===== src/rtl/biq_pkg.sv =====
// ----------------------------------------------------------------------------
// biq_pkg: shared constants, types and helpers of the biquad low-pass core
// Holds the fixed-point widths, the coefficient constants and the divider
// request/status structures.
// ----------------------------------------------------------------------------
package biq_pkg;

  localparam int SampleWidth  = 24;
  localparam int HistExtra    = 8;
  localparam int HistWidth    = SampleWidth + HistExtra;
  localparam int CoefFracBits = 28;
  localparam int CoefWidth    = 32;
  localparam int RegWidth     = 24;
  localparam int KFrac        = 20;
  localparam int DenWidth     = 62;
  localparam int DivSteps     = CoefFracBits + 2;
  localparam int DivCntWidth  = $clog2(DivSteps);
  localparam int QuoWidth     = DivSteps;
  localparam int MulWidth     = 33;
  localparam int ProdWidth    = 2 * MulWidth;

  localparam logic [RegWidth-1:0] CutoffReset = 24'd16085;
  localparam logic [RegWidth-1:0] PeriodReset = 24'd16777;

  localparam logic [MulWidth-1:0] Kc2500 = 33'd2500;
  localparam logic [MulWidth-1:0] Kc7071 = 33'd7071;
  localparam logic [DenWidth-1:0] CTerm   = DenWidth'(10000) << (2 * KFrac);
  localparam logic [DenWidth-1:0] PosTerm = DenWidth'(20000) << (2 * KFrac);

  localparam logic [1:0] ModeFilter = 2'd0;
  localparam logic [1:0] ModeClear  = 2'd1;
  localparam logic [1:0] ModePreset = 2'd2;

  localparam logic [1:0] RegCutoff = 2'd0;
  localparam logic [1:0] RegPeriod = 2'd1;

  typedef struct packed {
    logic start;
    logic neg;
  } div_req_t;

  typedef struct packed {
    logic busy;
    logic done;
  } div_stat_t;

  // Saturate a 39-bit signed value to the 32-bit history range.
  function automatic logic signed [HistWidth-1:0] sat_hist(input logic signed [38:0] v);
    logic signed [38:0] hi;
    logic signed [38:0] lo;
    hi = 39'sd2147483647;
    lo = -39'sd2147483648;
    if (v > hi) return HistWidth'(hi);
    else if (v < lo) return HistWidth'(lo);
    else return v[HistWidth-1:0];
  endfunction

  // Saturate a 25-bit signed value to the sample range.
  function automatic logic signed [SampleWidth-1:0] sat_sample(
      input logic signed [SampleWidth:0] v);
    if (v[SampleWidth] != v[SampleWidth-1]) begin
      return v[SampleWidth] ? {1'b1, {(SampleWidth-1){1'b0}}}
                            : {1'b0, {(SampleWidth-1){1'b1}}};
    end
    return v[SampleWidth-1:0];
  endfunction

endpackage


===== src/rtl/biq_divider.sv =====
// ----------------------------------------------------------------------------
// biq_divider: restoring divider for the coefficient quotients
// Produces round(mag * 2^28 / den) with sign, one quotient bit a cycle.
// ----------------------------------------------------------------------------
module biq_divider (
  input  logic                                  clk_i,
  input  logic                                  rst_ni,
  input  biq_pkg::div_req_t                     req_i,
  input  logic [biq_pkg::DenWidth-1:0]          mag_i,
  input  logic [biq_pkg::DenWidth-1:0]          den_i,
  output biq_pkg::div_stat_t                    stat_o,
  output logic signed [biq_pkg::CoefWidth-1:0]  coef_o
);
  import biq_pkg::*;

  logic                   busy_q, busy_d;
  logic                   done_q, done_d;
  logic                   neg_q, neg_d;
  logic [DivCntWidth-1:0] cnt_q, cnt_d;
  logic [DenWidth-1:0]    rem_q, rem_d;
  logic [DenWidth-1:0]    den_q, den_d;
  logic [QuoWidth-1:0]    quo_q, quo_d;
  logic                   ge;
  logic [DenWidth-1:0]    diff;
  logic [QuoWidth:0]      rounded;
  logic [CoefWidth-1:0]   mag_coef;

  assign ge   = rem_q >= den_q;
  assign diff = ge ? (rem_q - den_q) : rem_q;

  always_comb begin
    busy_d = busy_q;
    done_d = 1'b0;
    neg_d  = neg_q;
    cnt_d  = cnt_q;
    rem_d  = rem_q;
    den_d  = den_q;
    quo_d  = quo_q;
    if (req_i.start) begin
      busy_d = 1'b1;
      neg_d  = req_i.neg;
      cnt_d  = '0;
      rem_d  = mag_i;
      den_d  = den_i;
      quo_d  = '0;
    end else if (busy_q) begin
      quo_d = {quo_q[QuoWidth-2:0], ge};
      rem_d = {diff[DenWidth-2:0], 1'b0};
      cnt_d = cnt_q + 1'b1;
      if (cnt_q == DivCntWidth'(DivSteps - 1)) begin
        busy_d = 1'b0;
        done_d = 1'b1;
      end
    end
  end

  always_ff @(posedge clk_i or negedge rst_ni) begin
    if (!rst_ni) begin
      busy_q <= 1'b0;
      done_q <= 1'b0;
      cnt_q  <= '0;
    end else begin
      busy_q <= busy_d;
      done_q <= done_d;
      cnt_q  <= cnt_d;
    end
  end

  always_ff @(posedge clk_i) begin
    neg_q <= neg_d;
    rem_q <= rem_d;
    den_q <= den_d;
    quo_q <= quo_d;
  end

  // The quotient carries one guard bit; the numerator is below twice the
  // denominator, so the rounded magnitude never exceeds 2^29.
  assign rounded  = ({1'b0, quo_q} + 1'b1) >> 1;
  assign mag_coef = CoefWidth'(rounded);
  assign coef_o   = neg_q ? -$signed(mag_coef) : $signed(mag_coef);
  assign stat_o   = '{busy: busy_q, done: done_q};

endmodule


===== config.mk =====
export PLATFORM = sky130hd
export DESIGN_NAME = biq_divider
export DESIGN_NICKNAME = d
export VERILOG_FILES = /design/src/rtl/biq_pkg.sv /design/src/rtl/biq_divider.sv
export SDC_FILE = /design/constraint.sdc
export NUM_CORES = 1
export LEC_CHECK = 0
export ABC_AREA = 1
export BUFFER_PORTS_ARGS = -buffer_cell sky130_fd_sc_hd__buf_2
export CAP_MARGIN = 25
export CORE_MARGIN = 2
export CORE_UTILIZATION = 50
export CTS_CLUSTER_SIZE = 20
export DETAILED_ROUTE_END_ITERATION = 7
export GPL_TIMING_DRIVEN = 0
export PLACE_DENSITY_LB_ADDON = 0.2
export SYNTH_ARGS = -nofsm -noshare
export SYNTH_HDL_FRONTEND = slang
export SYNTH_SLANG_ARGS = --single-unit
export TNS_END_PERCENT = 5

===== constraint.sdc =====
create_clock -name clk_i -period 8.51 [get_ports clk_i]
set_clock_uncertainty 0.1 [all_clocks]
set_input_delay 0.4255 -clock clk_i [delete_from_list [all_inputs] [get_ports clk_i]]
set_output_delay 0.4255 -clock clk_i [all_outputs]
set_load 0.05 [all_outputs]

**After elaboration in Yosys (flattened, before gate mapping)**

Cells that the tools add are included.

- Bits in registers: 162
- Bits in latches: 0
- Bits in writable memories: 0
- ROM bits: 0
- Output and inout port bits: 34
- Memories kept: 0

- Add/sub/neg operators: 4
- $mul: 0
- Divide/modulo/power cells: 0
- Order comparisons: 1
- Equality and inequality tests: 1
- Shifts and indexed selects: 0
- Mux-type cells: 12
- Bitwise logic cells: 0
- Reduce and logical (&&, ||, !) cells: 1

Operators with widths:

| cell | count |
|---|---|
| $mux 62 | 2 |
| $ge 62x62->1 | 1 |
| $mux 61 | 1 |
| $sub 61x61->61 | 1 |
| $mux 32 | 1 |
| $neg 30->32 | 1 |
| $add 30x1->31 const B | 1 |
| $mux 5 | 2 |
| $mux 1 | 6 |
| $add 5x1->5 const B | 1 |
| $eq 5x5->1 const B | 1 |
| $reduce_bool 2->1 | 1 |

**Longest topological paths before layout**

Gate-level depths: netlist of the first run.

- Depth after elaboration: 4
- Depth in mapped cells: 19
- Gate-level depth less buffers: 18

**Worst setup path after synthesis of the first run**

No wires, ideal clock.

- Kind: register to register
- From: register busy_q
- To: register rem_q[0] (enable)
- Setup time: 0.451 ns
- Arrival time: 2.635 ns
- Data required time: 7.959 ns
- Slack: 5.324 ns
- Cell stages (with the launch flop): 5
- Clock period less this slack: 3.186 ns
- Path through: dfrtp_1 > clkbuf_1 > nor2_1 > inv_1 > clkbuf_1

- Cells in the longest elaborated chain, start to end: 1

Ends and longest elaborated chain:

| item | RTL line | RTL |
|---|---|---|
| start, declared | biq_divider.sv:16 | `logic busy_q, busy_d;` |
| start signal, assigned | biq_divider.sv:63 | `busy_q <= busy_d;` |
| $reduce_bool 2->1 (no line) | -- |  |
| end signal, assigned | biq_divider.sv:71 | `rem_q <= rem_d;` |
| end, declared | biq_divider.sv:20 | `logic [DenWidth-1:0] rem_q, rem_d;` |

Every way passes these cells.
A chain may end at the register's enable or synchronous reset.

**Worst setup path after layout of the first run**

- From: register quo_q[0]
- To: output coef_o[27] in the netlist's numbering

- Cells in the longest elaborated chain, start to end: 3

Ends and longest elaborated chain:

| item | RTL line | RTL |
|---|---|---|
| start, declared | biq_divider.sv:22 | `logic [QuoWidth-1:0] quo_q, quo_d;` |
| start signal, assigned | biq_divider.sv:73 | `quo_q <= quo_d;` |
| $add 30x1->31 (*) | biq_divider.sv:78 | `assign rounded = ({1'b0, quo_q} + 1'b1) >> 1;` |
| $neg 30->32 | biq_divider.sv:80 | `assign coef_o = neg_q ? -$signed(mag_coef) : $signed(mag_coef);` |
| $mux 32 (*) | biq_divider.sv:80 |  |
| end, declared | biq_divider.sv:12 | `output logic signed [biq_pkg::CoefWidth-1:0] coef_o` |

Every way passes the cells marked *; elsewhere a longest branch is shown, timed or not.

==> metrics.csv, run 1 <==
stage;metric;value;unit
status;status;finished, final reports clean;
min_path;hold_path.class;primary input to flip-flop;
clock_tree;postCtsSetupRepairBufs;0;
critical_path;cp.depth;19;
floorplan;dieArea;29030;um2
synthesis;synth_area;13840;um2
synthesis;synth_top_area_share;27.12;%
final_layout;drive_above_1_share;11.05;%
clock_tree;root_buffer;clkbuf_16;
floorplan;initial_core_util;51.07;%
synthesis;synth_compound_area_share;7.485;%
global_route;grt_pass1_wl;69.72;mm
synthesis;syn_avg_cell_area;6.364;um2
clock_tree;worstSkewPairLatency;460;ps
critical_path;reg2reg_depth;14;
synthesis;synth_nets;2370;
synthesis;synthMuxAreaShare;0;%
sta;fin_crit;3800;ps
clock_tree;htreeDepth;4;
final_layout;nNetsFinal;2552;
sta;relSlewSlack;37.27;%
power;peakVddDrop;0.1670;mV
placement;numPlacedInstances;2709;
route;drtIter0Drc;1118;
synthesis;synth_top_family_by_area;simple AND/OR/NAND/NOR gates;
power;p_total;4.315;mW
clock_tree;cts_tree;built;
sta;slew_violations;0;
critical_path;cp.required;7980;ps
synthesis;synth_xor_area_share;3.408;%
global_route;antenna_found_initial;0;
critical_path;cp_slowest_cell;dfxtp_1;
final_layout;finish.utilization;58.25;%
min_path;min_path_cells;1;
floorplan;die_y;170.4;um
clock_tree;clk_path_buf_depth;2;
placement;place_area;15150;um2
sta;setup_viol;0;
global_route;grt_pass1_vias;13500;
global_route;grtUsageTotal;31.55;%
critical_path;critPathBufInv;5;
sta;rsz0062_at_grt;false;
floorplan;coreArea;27100;um2
sta;hold_viol_final;0;
critical_path;crit_path_frequent_cell;nand2_1;
placement;dp_hpwl;36.61;mm
floorplan;num_rows;60;
sta;period_share;44.66;%
clock_tree;cts_hold_buffers;1;
critical_path;crit_path_max_fanout;9;
floorplan;die_w;170.4;um
critical_path;crit_type;flip-flop to output pin;
synthesis;ys_types;44;
synthesis;synth_adder_area_share;6.111;%
sta;fin_tns_setup;0;ps
route;drc_errors;0;
floorplan;ios;162;
critical_path;crit_chain;ha_1, buf_4, inv_1, nor2_4, nand2_2, nand2_1, nand2_1, inv_1, nand2_1, nor2_1, nand3_1, nor2_1, nand2_1, nand2_2, nand2_1, nand2_1, nand2_1, inv_1, buf_2;
critical_path;cp-start-kind;flip-flop;
route;dr_total_vias;14130;
synthesis;synth-simple-area-share;37.69;%
power;p_leak;8.507;nW
synthesis;ys.warnings.count;0;
final_layout;final-instance-count-excl-fill;2742;
synthesis;ys_seq_area_share;32.72;%
final_layout;num_antenna_cells;0;
clock_tree;ctsResizeCount;0;
route;wirelength;45.03;mm
critical_path;cp_slowest_stage_delay;520;ps
final_layout;final_area;15790;um2
critical_path;worstSetupEndpointType;output pin;
clock_tree;clk_transition_reported_paths;90;ps
synthesis;synth_area_leaders;edfxtp_1 27%, nand2_1 21%, inv_1 11%, nor2_1 6.9%, ha_1 6.0%;
route;viasPerCell;5.151;
flow_run;drv_cap;0;
final_layout;synthToLayoutAreaGrowth;14.06;%
route;avgRoutedWirePerCell;16.42;um
clock_tree;cts_buffers;17;
critical_path;cp.arrival;3270;ps
power;power_density;273.3;nW/um2
global_route;grt.overflow.total;0;
global_route;grt_start_max_net_pins;67;
route;drtPass1Iterations;5;
critical_path;cp_top_family;simple AND/OR/NAND/NOR gates;
synthesis;synthCells;2175;
placement;globalplace.congestion;0.9866;
sta;clock.fmax;263.1;MHz
synthesis;ys_seq_elements;162;
route;drtAntennaViolNets;0;
synthesis;synth_top_cell_by_area;edfxtp_1;
sta;max_slew.worst_pin.slew;940.9;ps
placement;portBuffers;161;
clock_tree;cts_sinks;162;
[per-stage QoR]
stage | setup WS (ps) | hold slack (ps)
after global placement | 2979 | 158.6
after global routing | 4365 | 22.87
after floorplan | 5324 | 29.91
after detailed placement | 5098 | 163.6
final | 4710 | 35.30
after CTS | 4681 | 15.08
[synthesized netlist by cell type, drive strengths merged]
| library cell | number |
|---|---|
| nand2 | 796 |
| a31oi | 1 |
| dfxtp | 30 |
| nor3 | 20 |
| ha | 66 |
| nor2 | 272 |
| fa | 1 |
| o21bai | 9 |
| a21o | 1 |
| nand3b | 3 |
| o22ai | 30 |
| dfrtp | 7 |
| nor4 | 2 |
| inv | 408 |
| o211ai | 1 |
| clkbuf | 24 |
| a21boi | 1 |
| buf | 15 |
| xnor2 | 36 |
| a21oi | 79 |
| nand3 | 131 |
| o21a | 2 |
| edfxtp | 125 |
| o21ai | 63 |
| and2 | 3 |
| nand4 | 31 |
| xor2 | 17 |
| nor3b | 1 |
[power breakdown]
group,switching (mW),total [mW],internal [mW]
clock network,0.401,0.818,0.417
registers,0.0809,1.10,1.02
logic,1.64,2.40,0.758
[flip-flops by register name (all words and copies together) (netlist names)]
signal  cells
busy_q      1
cnt_q       5
den_q      62
done_q      1
neg_q       1
quo_q      30
rem_q      62
[placed cells by master (no fill, tap or decap), drive strengths merged]
master       netlist  routed
buf               15     177
ha                66      66
dlygate4sd3        0       1
fa                 1       1
nand3            131     131
dfrtp              7       7
o22ai             30      30
a21boi             1       1
and2               3       3
a21o               1       1
nor2             272     272
a31oi              1       1
o21bai             9       9
edfxtp           125     125
clkbuf            24      42
o21ai             63      63
clkinv             0       7
nor3b              1       1
inv              408     415
nand4             31      31
nor3              20      20
o21a               2       2
o211ai             1       1
nor4               2       2
dfxtp             30      30
a21oi             79      79
xnor2             36      36
nand2            796     796
xor2              17      17
nand3b             3       3
[cell families (layout without fill, tap and decap cells)]
family / after synthesis / in the layout
flops: 162 / 162
compound gates: 187 / 187
buf+inv: 447 / 642
simple gates: 1259 / 1259
fa+ha+maj: 67 / 67
xor+xnor: 53 / 53
[final timing paths]
path,startpoint,endpoint,slack [ps]
min in group asynchronous,rst_ni,cnt_q[2],240
worst min-delay path,den_i[11],den_q[11],40
worst max register to register,rem_q[48],rem_q[45],5060
max in group asynchronous,rst_ni,busy_q,7910
worst min register to register,cnt_q[4],cnt_q[4],390
worst max-delay path,quo_q[0],coef_o[27],4710
[area by class of cell]
type	instances	area, um2
Multi-Input combinational cell	1566	7570
Sequential cell	162	4529
Fill cell	2740	11310
Timing Repair Buffer	163	845.8
Inverter	408	1531
Clock inverter	14	180.2
Tap cell	372	465.4
Buffer	39	214.0
Clock buffer	18	450.4
[metal layers]
metal | wire, um | vias up | GRT usage, %
met4 | 1692 | 0 | 13.12
met1 | 19510 | 6425 | 40.17
met5 | 0 | - | 0
met3 | 3003 | 77 | 3.953
li1 | - | 7145 | -
met2 | 20820 | 478 | 54.10
(Power assumes the default switching activity.)
==> run 2: changes to the inputs <==
==> constraint.sdc (replaced) <==
create_clock -name clk_i -period 3.8 [get_ports clk_i]
set_clock_uncertainty 0.1 [all_clocks]
set_input_delay 0.19 -clock clk_i [delete_from_list [all_inputs] [get_ports clk_i]]
set_output_delay 0.19 -clock clk_i [all_outputs]
set_load 0.05 [all_outputs]
==> run 2 against run 1 <==
Worst setup slack lost 4400 ps. Cell count is 4.6% higher. First-iteration DRC count increased by 9.8%. Worst hold slack better by 280 ps. Combinational power grew 130%. Global-route usage up 1.2 points. Wire length grew 3.8%. Highest routed layer unchanged. Critical endpoint is now rem_q[45].
==> metrics.csv, run 2 (synthesized netlist as in run 1, its figures left out) <==
stage;metric;value;unit;change
route;dr_total_vias;14700;;was 14,130
final_layout;num_antenna_cells;0;;unchanged
placement;portBuffers;161;;unchanged
sta;clock.fmax;289.2;MHz;
route;drtIter0Drc;1228;;was 1,118
floorplan;initial_core_util;51.07;%;unchanged
min_path;hold_path.class;primary input to flip-flop;;unchanged
sta;setup_slack;342.0;ps;was 4710 ps
power;p_leak;9.033;nW;was 8.507 nW
clock_tree;cts_tree;built;;unchanged
final_layout;multi_input_area;7570;um2;unchanged
status;status;finished, final reports clean;;unchanged
sta;fin_tns_setup;0;ps;unchanged
critical_path;crit_type;flip-flop to flip-flop;;was flip-flop to output pin
final_layout;regArea;4531;um2;was 4529 um2
clock_tree;clk_path_buf_depth;2;;unchanged
placement;globalplace.congestion;0.9866;;unchanged
floorplan;die_w;170.4;um;unchanged
floorplan;dieArea;29030;um2;unchanged
placement;dp_hpwl;36.61;mm;unchanged
clock_tree;worstSkewPairLatency;460;ps;about the same
sta;max_slew.worst_pin.slew;951.2;ps;was 940.9 ps
floorplan;ios;162;;unchanged
global_route;grtUsageTotal;32.80;%;was 31.55%
final_layout;drive_above_1_share;10.54;%;was 11.05%
sta;fin_crit;3458;ps;
route;drtAntennaViolNets;0;;unchanged
sta;rsz0062_at_grt;false;;unchanged
sta;hold_viol_final;0;;unchanged
floorplan;coreArea;27100;um2;unchanged
route;avgRoutedWirePerCell;16.30;um;was 16.42 um
power;peakVddDrop;0.2953;mV;was 0.1670 mV
global_route;grt_pass1_vias;14210;;was 13,500
critical_path;worstSetupEndpointType;flip-flop;;was output pin
clock_tree;cts_sinks;162;;unchanged
route;drc_errors;0;;unchanged
floorplan;die_y;170.4;um;unchanged
critical_path;cp.arrival;3560;ps;was 3270 ps
floorplan;num_rows;60;;unchanged
critical_path;crit_path_max_fanout;10;;was 9
clock_tree;postCtsSetupRepairBufs;0;;unchanged
global_route;grt.overflow.total;0;;unchanged
sta;period_share;91.00;%;
flow_run;drv_cap;0;;unchanged
route;viasPerCell;5.127;;was 5.151
clock_tree;root_buffer;clkbuf_16;;unchanged
placement;dp_slack;387.9;ps;was 5098 ps
critical_path;cp-start-kind;flip-flop;;unchanged
route;wirelength;46.76;mm;was 45.03 mm
sta;relSlewSlack;36.58;%;was 37.27%
global_route;grt_start_max_net_pins;67;;unchanged
final_layout;final_common_cell;nand2_1;;unchanged
global_route;antenna_found_initial;0;;unchanged
final_layout;mostFrequentLayoutCells;777 x nand2_1, 405 x inv_1, 253 x nor2_1, 166 x buf_2, 128 x nand3_1;;unchanged
clock_tree;htreeDepth;4;;unchanged
final_layout;nNetsFinal;2678;;was 2,552
sta;setup_viol;0;;unchanged
clock_tree;clk_transition_reported_paths;80;ps;was 90 ps
global_route;grt_pass1_wl;72.70;mm;was 69.72 mm
final_layout;synthToLayoutAreaGrowth;23.18;%;was 14.06%
power;power_density;573.9;nW/um2;was 273.3 nW/um2
route;drtPass1Iterations;6;;was 5
final_layout;n_fill_cell;2548;;was 2,740
final_layout;reg_top3;den_q x62, rem_q x62, quo_q x30;;unchanged
sta;slew_violations;0;;unchanged
critical_path;cp.required;3900;ps;was 7980 ps
clock_tree;cts_buffers;17;;unchanged
## run 2: cell types whose count changed in the layout (fill, tap and decap cells not counted), sizes merged
cell and change:
dlygate4sd3 +126
## run 2: final cells by class
type | count | area share, %
buffer | 39 | 1.255
clock buffer | 18 | 2.642
clock inverter | 14 | 1.057
inverter | 408 | 8.983
multi-input combinational | 1566 | 44.40
sequential | 162 | 26.57
tap | 372 | 2.730
timing repair buffer | 289 | 12.36
## run 2: repair_timing
item / 4_1_cts / 5_1_grt
hold buffers: 127 / 0
setup endpoints to repair: 0 / 7
endpoints found under the hold margin: 132 / 0
gates resized for setup: 0 / 1
## run 2: routing by layer
layer / track usage (%) / wire, um
met1: 41.09 / 20000
met2: 57.00 / 21920
met3: 4.093 / 3051
met4: 13.71 / 1776
met5: 0 / 0
## run 2: where the power goes
| part | internal [mW] | switching, mW |
|---|---|---|
| registers | 2.28 | 0.184 |
| logic | 1.78 | 3.69 |
| clock network | 0.935 | 0.908 |
| total | 5.00 | 4.79 |
## run 2: final timing paths
kind	slack [ps]	depth (start not counted)	from	endpoint
setup / recovery	340	14	rem_q[48]	rem_q[45]
hold / removal	310	1	req_i[1]	den_q[5]
setup reg to reg	340	14	rem_q[48]	rem_q[45]
hold reg to reg	390	1	cnt_q[4]	cnt_q[4]
max in group asynchronous	2790	3	rst_ni	busy_q
min in group asynchronous	570	3	rst_ni	done_q
## run 2: through the flow
step                      cells  power (mW)  cell area [um2]  hold slack (ps)  utilization [%]
final                      2868       9.784            17050            312.1            62.91
after global routing       2868       10.47            17050            329.8            62.91
after CTS                  2868       9.681            17050            312.0            62.90
after detailed placement   2709       7.724            15150           -71.89            55.89
after global placement     2708       7.655            15110           -76.91            55.76
after floorplan            2175       6.274            13840           -205.6                -
## run 2: critical path, cell delays in order, from the launching register on
cell,delay [ps]
edfxtp_1,430
ha_1,470
nand2_1,110
inv_1,80
nand2_1,110
nor2_1,230
nand4_1,230
nor3_2,240
nand2_2,210
nand3_4,210
buf_6,200
buf_6,180
nand3_1,210
nand2_1,130
nand2_1,60
